File: src/rtl/dqp_pkg.sv
// ----------------------------------------------------------------------------
// dqp_pkg
// Shared types and codes for the DNS question parser.
// ----------------------------------------------------------------------------
package dqp_pkg;

	typedef struct packed {
		logic [7:0] data_byte;
		logic       end_of_packet;
	} in_word_t;

	typedef struct packed {
		logic [1:0]  kind;
		logic [7:0]  name_byte;
		logic [15:0] query_type;
		logic [15:0] query_class;
		logic [7:0]  name_length;
		logic [1:0]  error_code;
	} out_word_t;

	localparam logic [1:0] KIND_NAME     = 2'd0;
	localparam logic [1:0] KIND_COMPLETE = 2'd1;
	localparam logic [1:0] KIND_REJECT   = 2'd2;

	localparam logic [1:0] ERR_NONE      = 2'd0;
	localparam logic [1:0] ERR_LABEL_TYP = 2'd1;
	localparam logic [1:0] ERR_TOO_LONG  = 2'd2;
	localparam logic [1:0] ERR_TRUNCATED = 2'd3;

	localparam logic [7:0] LABEL_TYPE_MASK = 8'hc0;
	localparam logic [7:0] MAX_NAME_LEN_RST = 8'd255;

endpackage

File: src/rtl/dns_question_parser_top.sv
// ----------------------------------------------------------------------------
// dns_question_parser_top
// DNS question section parser: echoes name bytes, returns type and class or an error code.
//
//   channel  direction  handshake                  word
//   byte     in         byte_valid / byte_stall    data_byte, end_of_packet
//   result   out        result_valid / result_stall kind .. error_code
//   cfg      in         cfg_wr_en                  max_name_len
//
// One word per cycle unless byte_stall is high; with the buffer empty a result
// reaches result_word the cycle after its byte, otherwise it waits behind the older word.
// Results queue in a two-entry buffer; byte_stall rises only when it is full.
// Reset clears the parser state and sets max_name_len to 255.
// ----------------------------------------------------------------------------
module dns_question_parser_top (
	input  logic               clk,
	input  logic               arst_n,
	input  logic               byte_valid,
	output logic               byte_stall,
	input  dqp_pkg::in_word_t  byte_word,
	output logic               result_valid,
	input  logic               result_stall,
	output dqp_pkg::out_word_t result_word,
	input  logic               cfg_wr_en,
	input  logic [7:0]         cfg_wr_data
);
	import dqp_pkg::*;

	logic      accept;
	logic      res_valid;
	out_word_t res_word;
	logic      buf_full;
	logic [7:0] max_name_len_q;

	assign byte_stall = buf_full;
	assign accept     = byte_valid && !buf_full;

	always_ff @(posedge clk or negedge arst_n) begin
		if (!arst_n) begin
			max_name_len_q <= MAX_NAME_LEN_RST;
		end else if (cfg_wr_en) begin
			max_name_len_q <= cfg_wr_data;
		end
	end

	dqp_parse u_parse (
		.clk          (clk),
		.arst_n       (arst_n),
		.accept       (accept),
		.in_word      (byte_word),
		.max_name_len (max_name_len_q),
		.res_valid    (res_valid),
		.res_word     (res_word)
	);

	dqp_out_buf u_out_buf (
		.clk       (clk),
		.arst_n    (arst_n),
		.push      (accept && res_valid),
		.push_word (res_word),
		.full      (buf_full),
		.valid     (result_valid),
		.stall     (result_stall),
		.word      (result_word)
	);

`ifndef SYNTHESIS
	a_stall_needs_result: assert property (@(posedge clk) disable iff (!arst_n)
		byte_stall |-> result_valid)
		else $error("byte_stall with empty result buffer");

	a_name_clean: assert property (@(posedge clk) disable iff (!arst_n)
		(result_valid && result_word.kind == KIND_NAME) |->
		(result_word.error_code == ERR_NONE && result_word.name_length == 8'd0))
		else $error("name word carries stray fields");

	a_reject_code: assert property (@(posedge clk) disable iff (!arst_n)
		(result_valid && result_word.kind == KIND_REJECT) |->
		(result_word.error_code != ERR_NONE))
		else $error("rejection without error code");

	a_complete_len: assert property (@(posedge clk) disable iff (!arst_n)
		(result_valid && result_word.kind == KIND_COMPLETE) |->
		(result_word.name_length != 8'd0 && result_word.error_code == ERR_NONE))
		else $error("completion with bad length or error");
`endif

endmodule

File: src/rtl/dqp_parse.sv
// ----------------------------------------------------------------------------
// dqp_parse
// Label walker: per-word state update and result generation.
// ----------------------------------------------------------------------------
module dqp_parse (
	input  logic              clk,
	input  logic              arst_n,
	input  logic              accept,
	input  dqp_pkg::in_word_t in_word,
	input  logic [7:0]        max_name_len,
	output logic              res_valid,
	output dqp_pkg::out_word_t res_word
);
	import dqp_pkg::*;

	localparam logic [1:0] PH_LEN   = 2'd0;
	localparam logic [1:0] PH_LABEL = 2'd1;
	localparam logic [1:0] PH_TAIL  = 2'd2;
	localparam logic [1:0] PH_SKIP  = 2'd3;

	logic [1:0]  phase_q, phase_n;
	logic [5:0]  label_left_q, label_left_n;
	logic [7:0]  name_offset_q, name_offset_n;
	logic [1:0]  tail_count_q, tail_count_n;
	logic [23:0] type_class_q, type_class_n;

	logic [7:0]  b;
	logic        eop;
	logic [31:0] tc_full;
	logic        rej;
	logic [1:0]  rej_code;
	logic        clr;

	assign b       = in_word.data_byte;
	assign eop     = in_word.end_of_packet;
	assign tc_full = {type_class_q, b};

	always_comb begin
		phase_n       = phase_q;
		label_left_n  = label_left_q;
		name_offset_n = name_offset_q;
		tail_count_n  = tail_count_q;
		type_class_n  = type_class_q;
		res_valid     = 1'b0;
		res_word      = '0;
		rej           = 1'b0;
		rej_code      = ERR_NONE;
		clr           = 1'b0;
		unique case (phase_q)
			PH_LEN: begin
				if (b == 8'd0) begin
					if (({1'b0, name_offset_q} + 9'd1) > {1'b0, max_name_len}) begin
						rej      = 1'b1;
						rej_code = ERR_TOO_LONG;
					end else if (eop) begin
						rej      = 1'b1;
						rej_code = ERR_TRUNCATED;
					end else begin
						res_valid          = 1'b1;
						res_word.kind      = KIND_NAME;
						name_offset_n      = name_offset_q + 8'd1;
						phase_n            = PH_TAIL;
						tail_count_n       = 2'd0;
						type_class_n       = '0;
					end
				end else if ((b & LABEL_TYPE_MASK) != 8'd0) begin
					rej      = 1'b1;
					rej_code = ERR_LABEL_TYP;
				end else if (eop) begin
					rej      = 1'b1;
					rej_code = ERR_TRUNCATED;
				end else if (({2'b0, name_offset_q} + {2'b0, b} + 10'd2) >
						{2'b0, max_name_len}) begin
					rej      = 1'b1;
					rej_code = ERR_TOO_LONG;
				end else begin
					res_valid          = 1'b1;
					res_word.kind      = KIND_NAME;
					res_word.name_byte = b;
					name_offset_n      = name_offset_q + 8'd1;
					label_left_n       = b[5:0];
					phase_n            = PH_LABEL;
				end
			end
			PH_LABEL: begin
				if (eop) begin
					rej      = 1'b1;
					rej_code = ERR_TRUNCATED;
				end else begin
					res_valid          = 1'b1;
					res_word.kind      = KIND_NAME;
					res_word.name_byte = b;
					name_offset_n      = name_offset_q + 8'd1;
					label_left_n       = label_left_q - 6'd1;
					if (label_left_q == 6'd1) begin
						phase_n = PH_LEN;
					end
				end
			end
			PH_TAIL: begin
				if (tail_count_q == 2'd3) begin
					res_valid            = 1'b1;
					res_word.kind        = KIND_COMPLETE;
					res_word.query_type  = tc_full[31:16];
					res_word.query_class = tc_full[15:0];
					res_word.name_length = name_offset_q;
					clr                  = 1'b1;
				end else if (eop) begin
					rej      = 1'b1;
					rej_code = ERR_TRUNCATED;
				end else begin
					tail_count_n = tail_count_q + 2'd1;
					type_class_n = tc_full[23:0];
				end
			end
			PH_SKIP: begin
				if (eop) begin
					clr = 1'b1;
				end
			end
			default: begin
				phase_n = PH_LEN;
			end
		endcase
		if (rej) begin
			res_valid           = 1'b1;
			res_word            = '0;
			res_word.kind       = KIND_REJECT;
			res_word.error_code = rej_code;
			clr                 = 1'b1;
		end
		if (clr) begin
			phase_n       = eop ? PH_LEN : PH_SKIP;
			label_left_n  = '0;
			name_offset_n = '0;
			tail_count_n  = '0;
			type_class_n  = '0;
		end
	end

	always_ff @(posedge clk or negedge arst_n) begin
		if (!arst_n) begin
			phase_q       <= PH_LEN;
			label_left_q  <= '0;
			name_offset_q <= '0;
			tail_count_q  <= '0;
			type_class_q  <= '0;
		end else if (accept) begin
			phase_q       <= phase_n;
			label_left_q  <= label_left_n;
			name_offset_q <= name_offset_n;
			tail_count_q  <= tail_count_n;
			type_class_q  <= type_class_n;
		end
	end

endmodule

File: src/rtl/dqp_out_buf.sv
// ----------------------------------------------------------------------------
// dqp_out_buf
// Two-entry result buffer; decouples upstream from the result stall.
// ----------------------------------------------------------------------------
module dqp_out_buf (
	input  logic               clk,
	input  logic               arst_n,
	input  logic               push,
	input  dqp_pkg::out_word_t push_word,
	output logic               full,
	output logic               valid,
	input  logic               stall,
	output dqp_pkg::out_word_t word
);
	import dqp_pkg::*;

	out_word_t  entry_q [2];
	logic       wr_ptr_q;
	logic       rd_ptr_q;
	logic [1:0] count_q;
	logic       pop;

	assign full  = (count_q == 2'd2);
	assign valid = (count_q != 2'd0);
	assign pop   = valid && !stall;
	assign word  = entry_q[rd_ptr_q];

	always_ff @(posedge clk) begin
		if (push) begin
			entry_q[wr_ptr_q] <= push_word;
		end
	end

	always_ff @(posedge clk or negedge arst_n) begin
		if (!arst_n) begin
			wr_ptr_q <= 1'b0;
			rd_ptr_q <= 1'b0;
			count_q  <= 2'd0;
		end else begin
			if (push) begin
				wr_ptr_q <= ~wr_ptr_q;
			end
			if (pop) begin
				rd_ptr_q <= ~rd_ptr_q;
			end
			if (push && !pop) begin
				count_q <= count_q + 2'd1;
			end else if (pop && !push) begin
				count_q <= count_q - 2'd1;
			end
		end
	end

endmodule

File: config.mk
export PLATFORM = sky130hd
export DESIGN_NAME = dns_question_parser_top
export DESIGN_NICKNAME = d
export VERILOG_FILES = /design/src/rtl/dqp_pkg.sv /design/src/rtl/dns_question_parser_top.sv /design/src/rtl/dqp_parse.sv /design/src/rtl/dqp_out_buf.sv
export SDC_FILE = /design/constraint.sdc
export NUM_CORES = 1
export LEC_CHECK = 0
export BUFFER_PORTS_ARGS = -buffer_cell sky130_fd_sc_hd__buf_2
export CORE_UTILIZATION = 35
export DETAILED_ROUTE_END_ITERATION = 6
export PLACE_DENSITY_LB_ADDON = 0.3
export RECOVER_POWER = 25
export SLEW_MARGIN = 20
export SYNTH_ARGS = -nofsm -noshare
export SYNTH_HDL_FRONTEND = slang
export SYNTH_HIERARCHICAL = 1
export SYNTH_SLANG_ARGS = --single-unit
File: constraint.sdc
create_clock -name clk -period 4.5 [get_ports clk]
set_input_delay 0.45 -clock clk [delete_from_list [all_inputs] [get_ports clk]]
set_output_delay 0.45 -clock clk [all_outputs]
set_load 0.005 [all_outputs]
# [Word level (Yosys, flattened, before mapping)]
# Memories as Yosys holds them, arrays and structs flattened.
# Cells that the tools add are included.
[word_totals] regBits=54 in_bits=22 output_inout_bits=54 elab_cells=145 n_memories=1 ramBits=104
[mem_list] memory="u_out_buf.entry_q" words=2 word_bits=52 rd=1 rd_clocked_by_memory_dff=0 write_ports=1 line_no="dqp_out_buf.sv:17" rtl="out_word_t entry_q [2];"
[classes] magnitude_cmp=2 n_mux=83 eq_ne=20 n_bitwise=2 n_reduce_logical=20 add_sub_neg=8
[op_table] operator="24-bit 2-to-1 mux" count=6
[op_table] operator="40-bit 2-to-1 mux" count=2
[op_table] operator="8-bit 2-to-1 mux" count=10
[op_table] operator="2-bit 2-to-1 mux" count=26
[op_table] operator="52-bit 2-to-1 mux" count=1
[op_table] operator="24-bit one-hot mux with 2 select lines" count=1
[op_table] operator="6-bit 2-to-1 mux" count=6
[op_table] operator="8-bit one-hot mux with 2 select lines" count=2
[op_table] operator="3-bit by 2-bit != test with 1-bit output, second input constant" count=8
[op_table] operator="10-bit 2-to-1 mux" count=2
[op_table] operator="1-bit 2-to-1 mux" count=19
[op_table] operator="7-bit AND reduction" count=2
[op_table] operator="4-bit by 2-bit != test with 1-bit output, second input constant" count=3
[op_table] operator="2-bit one-hot mux with 3 select lines" count=2
[op_table] operator="6-bit one-hot mux with 2 select lines" count=1
[op_table] operator="10-bit by 2-bit adder with 10-bit output, second input constant" count=1
[op_table] operator="10-bit by 8-bit greater-than comparator with 1-bit output" count=1
[op_table] operator="8-bit by 1-bit adder with 9-bit output, second input constant" count=1
[op_table] operator="8-bit by 8-bit adder with 9-bit output" count=1
[op_table] operator="9-bit by 8-bit greater-than comparator with 1-bit output" count=1
[op_table] operator="8-bit by 1-bit adder with 8-bit output, second input constant" count=1
[op_table] operator="2-bit equality test, second input constant" count=4
[op_table] operator="8-bit zero test" count=1
[op_table] operator="2-bit one-hot mux with 2 select lines" count=2
[op_table] operator="other kinds (18)" count=31

# [Logic depth before layout (Yosys ltp)]
[logic_depth] depth_word=14 mapped_depth=20

# [By module]
# Netlist, hierarchy kept.
[by_module_without_submodules] module="dqp_out_buf" seq_area_each_um2=3223.1 area_per_inst_um2=4197.8 cells_each=178 n_inst=1
[by_module_without_submodules] module="dqp_parse" seq_area_each_um2=1051.0 area_per_inst_um2=3273.1 cells_each=362 n_inst=1
[by_module_without_submodules] module="dns_question_parser_top" seq_area_each_um2=210.2 area_per_inst_um2=356.6 cells_each=19 n_inst=1

# [Worst setup path after synthesis]
# No wires, ideal clock.
[synth_timing] path_kind="input to register" startpoint="in byte_word[0] (netlist name)" endpoint="mem u_out_buf/entry_q[0][0] (netlist name) (enable)" arrival_ps=3465 path_slack_ps=567 path_stages=5 path_cell_list="clkbuf_1 nor2_1 o21ai_0 and3b_1 nor2b_1"
[synth_via] elab_chain_len=8
[synth_lines] element="start, declared" line_no="dns_question_parser_top.sv:20" rtl="input dqp_pkg::in_word_t byte_word,"
[synth_lines] element="1-bit 2-to-1 mux, on equally long branches"
[synth_lines] element="1-bit 2-to-1 mux, on equally long branches" line_no="dqp_parse.sv:66, dqp_parse.sv:52"
[synth_lines] element="1-bit 2-to-1 mux" line_no="dqp_parse.sv:51" rtl="if (b == 8'd0) begin"
[synth_lines] element="1-bit one-hot mux with 3 select lines" line_no="dqp_parse.sv:49" rtl="unique case (phase_q)"
[synth_lines] element="1-bit 2-to-1 mux (*)" line_no="dqp_parse.sv:125" rtl="if (rej) begin"
[synth_lines] element="via res_valid" line_no="dns_question_parser_top.sv:30" rtl="logic res_valid;"
[synth_lines] element="1-bit logical AND (*)" line_no="dns_question_parser_top.sv:59" rtl=".push (accept && res_valid),"
[synth_lines] element="1-bit 2-to-1 mux (*)" line_no="dqp_out_buf.sv:29" rtl="if (push) begin"
[synth_lines] element="1-bit 2-to-1 mux (not written as such) (*)" line_no="dqp_out_buf.sv:30" rtl="entry_q[wr_ptr_q] <= push_word;"
[synth_lines] element="end, declared" line_no="dqp_out_buf.sv:17"
# The timed path passes the listed nets; every way through them passes the cells marked *.

# [Worst setup path in the final report]
[layout_timing] startpoint="reg u_parse.name_offset_q[1]" endpoint="reg u_parse.tail_count_q[0]"
[layout_via] elab_chain_len=11
[layout_lines] element="start, declared" line_no="dqp_parse.sv:23" rtl="logic [7:0] name_offset_q, name_offset_n;"
[layout_lines] element="start signal, assigned" line_no="dqp_parse.sv:151" rtl="name_offset_q <= name_offset_n;"
[layout_lines] element="8-bit by 8-bit adder with 9-bit output" line_no="dqp_parse.sv:72" rtl="end else if (({2'b0, name_offset_q} + {2'b0, b} + 10'd2) >"
[layout_lines] element="10-bit by 2-bit adder with 10-bit output" line_no="dqp_parse.sv:72"
[layout_lines] element="10-bit by 8-bit greater-than comparator with 1-bit output" line_no="dqp_parse.sv:72"
[layout_lines] element="1-bit 2-to-1 mux" line_no="dqp_parse.sv:72"
[layout_lines] element="1-bit 2-to-1 mux" line_no="dqp_parse.sv:69" rtl="end else if (eop) begin"
[layout_lines] element="1-bit 2-to-1 mux" line_no="dqp_parse.sv:66" rtl="end else if ((b & LABEL_TYPE_MASK) != 8'd0) begin"
[layout_lines] element="1-bit 2-to-1 mux" line_no="dqp_parse.sv:51"
[layout_lines] element="1-bit one-hot mux with 3 select lines" line_no="dqp_parse.sv:49"
[layout_lines] element="1-bit 2-to-1 mux" line_no="dqp_parse.sv:125"
[layout_lines] element="3-bit by 2-bit != test with 1-bit output (no line) (tied with other cells)"
[layout_lines] element="7-bit AND reduction (no line)"
[layout_lines] element="end signal, assigned" line_no="dqp_parse.sv:152" rtl="tail_count_q <= tail_count_n;"
[layout_lines] element="end, declared" line_no="dqp_parse.sv:24" rtl="logic [1:0] tail_count_q, tail_count_n;"
# Several ways; a longest one is shown, not always the timed one.
# A chain may end at the register's enable or synchronous reset.

==> reports/qor.csv <==
stage;metric;value;unit
global_route;grt_pass1_vias;4796;
finish;final_util;41.2;%
setup_path;path_delay_family;compound AO/OA/AOI/OAI gates;
setup_path;crit_arrival;4.57;ns
die;die_area;23000;um^2
setup_path;worst-path-buf-inv;4;
yosys;synth_nets;618;
die;die_h;152;um
drt;post_drt_wl_per_cell;18.0;um
setup_path;cp_slowest_cell;o21ai_4;
power;p_int;3.57;mW
drt;routed_via_density;5.18;
die;initial_core_util;35.8;%
drt;drtAntennaViolNets;0;
setup_path;r2r_cells;19;
clock_network;cts_root_buf;clkbuf_16;
min_path;hold_depth;2;
yosys;async_reset_ff_share;34.2;%
clock_network;cts_hold_buf;0;
placement;dp_hpwl;11300;um
setup_path;path_depth;19;
power;comb_power_share;32.3;%
timing;fin_tns_setup;0;ns
die;core.rowCount;54;
placement;place_congestion;0.842;
timing;fin_crit;4.21;ns
setup_path;cpMostUsedCell;inv_1;
clock_network;clk_path_buf_depth;2;
die;io_pins;76;
power;p_seq_share;41.1;%
clock_network;cts-buffers-inserted;17;
run_status;violations;max-capacitance violations, max-slew violations;
yosys;syn_inst;559;
power;peakVddDrop;290;uV
yosys;yosysUniqueCellTypes;59;
power;p_switching;1.73;mW
clock_network;ctsResizeCount;0;
power;power_density;588;nW/um^2
min_path;hp-class;in -> reg;
drt;first_pass_iters;5;
finish;layout_common_cells;104 x edfxtp_1, 75 x buf_2, 56 x mux2_4;
global_route;grt_max_degree;55;
yosys;netlist_area;7830;um^2
setup_path;cp_cell_sequence;inv_1 > ha_1 > inv_1 > ha_1 > inv_1 > fa_1 > inv_1 > a21oi_1 > o21ai_0 > a21oi_1 > xnor2_1 > ha_1 > a211o_1 > a21oi_1 > a31oi_1 > a211oi_1 > a21oi_2 > o21ai_4 > mux2_2;
setup_path;critPathMaxFanout;26;
global_route;grt_first_pass_wirelength;26100;um
clock_network;cts_setup_buffers;0;
finish;diodes;0;
finish;final_common_cell;edfxtp_1;
clock_network;clock-sinks;158;
finish;fin_nets;697;
placement;portBuffers;75;
setup_path;crit_type;reg -> reg;
die;die_w;152;um
timing;finalSetupViolations;0;
timing;rsz0062_at_grt;no;
setup_path;required;4.86;ns
global_route;grt_use_total;15.3;%
setup_path;end_kind;register;
setup_path;startpoint_type;register;
clock_network;cts_tree;yes;
power;p_sw_share;32.7;%
yosys;ys_seq_elements;158;
drt;route.detailed.drc;0;
yosys;yosysTopAreaCellShare;39.9;%
finish;multi_input_area;3050;um^2
finish;n_fill_cell;2055;
clock_network;cts_max_level;4;
setup_path;critPathMaxStageDelay;0.58;ns
run;cap_violations;3;
finish;drive_above_1_share;28.7;%
global_route;antenna_found_initial;0;
drt;routed_wl;16700;um
yosys;synth-edff-count;104;
drt;dr_total_vias;4823;
timing;final.period_utilization;93.6;%
finish;syn2layout_area_growth;15.1;%
drt;drtIter0Drc;229;
timing;slew_headroom;-104;%
yosys;synth_area_leader_cell;edfxtp_1;
power;clockPowerShare;26.7;%
timing;hold_viol_final;0;
clock_network;cts.clk_slew.worst_paths;0.07;ns
power;power_leakage;3.87;nW
finish;regArea;4480;um^2
global_route;grt-ovfl-total;0;
clock_network;clock_latency;0.42;ns
yosys;synthFlopType;edfxtp_1;
die;coreArea;21900;um^2
yosys;syn_avg_cell_area;14.0;um^2
timing;max_freq;0.237;GHz
timing;slew_violations;156;
yosys;yosysWarnings;6;
timing;tightest_slew;3.07;ns
run_status;status;finished, violations left;
timing;fin_worst_skew;0.0128;ns
yosys;yosysSeqAreaShare;57.3;%
yosys;synthTopCellsByArea;edfxtp_1 40%, dfrtp_1 15%, mux2_4 11%;
-- final timing paths --
path,start,slack [ns],endpoint
max,u_parse/name_offset_q[1]$_DFFE_PN0P_,0.29,u_parse/tail_count_q[0]$_DFFE_PN0P_
min,cfg_wr_data[6],0.25,max_name_len_q[6]$_DFFE_PN1P_
max reg2reg,u_parse/name_offset_q[1]$_DFFE_PN0P_,0.29,u_parse/tail_count_q[0]$_DFFE_PN0P_
min reg2reg,u_out_buf/count_q[1]$_DFFE_PN0P_,0.48,u_out_buf/count_q[1]$_DFFE_PN0P_
max in group asynchronous,arst_n,1.71,u_parse/type_class_q[17]$_DFFE_PN0P_
min in group asynchronous,arst_n,1.10,u_parse/label_left_q[1]$_DFFE_PN0P_
-- registers in the layout, indices dropped and copies added, names as in the netlist --
signal	flops
max_name_len_q	8
u_out_buf/rd_ptr_q	1
u_parse/type_class_q	24
u_parse/label_left_q	6
u_parse/phase_q	2
u_out_buf/wr_ptr_q	1
u_out_buf/count_q	2
u_parse/tail_count_q	2
u_parse/name_offset_q	8
u_out_buf/entry_q	104
-- cell families after synthesis --
kind of cell    share of synthesized area, %
mux                                     11.5
flops                                   57.3
xor+xnor                                1.79
buf+inv                                 3.79
fa+ha+maj                               6.01
compound gates                          10.3
simple gates                            9.35
-- routing by layer --
layer	wire length (um)	GRT usage [%]	vias to the layer above
met3	785	3.47	23
met1	7290	18.5	2405
met4	286	5.40	0
met2	8370	26.6	144
li1	-	-	2251
met5	0	0	-
-- synth_stat cells, drive strengths merged, types with 5 or more instances --
library cell	number
nand2	21
o21ai	12
a31oi	10
dfrtp	46
a21oi	17
ha	36
nor2b	5
nor3	7
xnor2	9
dfstp	8
edfxtp	104
a21o	5
nor2	22
xor2	7
nand3	15
clkbuf	13
a22o	26
inv	24
mux2	61
and2	48
buf	11
-- power by group through the flow --
stage	clock network [mW]	logic (mW)	registers [mW]
floorplan	0	1.35	2.04
global placement	0	1.63	2.20
detailed placement	0	1.67	2.22
CTS	1.45	1.67	2.19
global route	1.50	1.89	2.22
finish	1.41	1.71	2.18
-- final cells by class --
type	instances	area share (%)
Timing Repair Buffer	84	4.87
Sequential cell	158	49.8
Multi-Input combinational cell	353	33.9
Clock buffer	17	4.72
Clock inverter	15	1.90
Inverter	24	1.00
Tap cell	280	3.89
-- per-stage QoR --
step                      total power [mW]  worst slack (ns)  hold WS (ns)  cells  instance area, um^2
after floorplan                       3.40             0.567         0.154    559                 7830
final                                 5.30             0.289         0.254    931                 9010
after global placement                3.84            0.0987         0.467    899                 8430
after detailed placement              3.89          -0.00895         0.474    899                 8430
after global routing                  5.61            0.0398         0.241    931                 9010
after CTS                             5.32             0.271         0.183    931                 9020
Note: power is estimated with default switching activity, not from simulation.
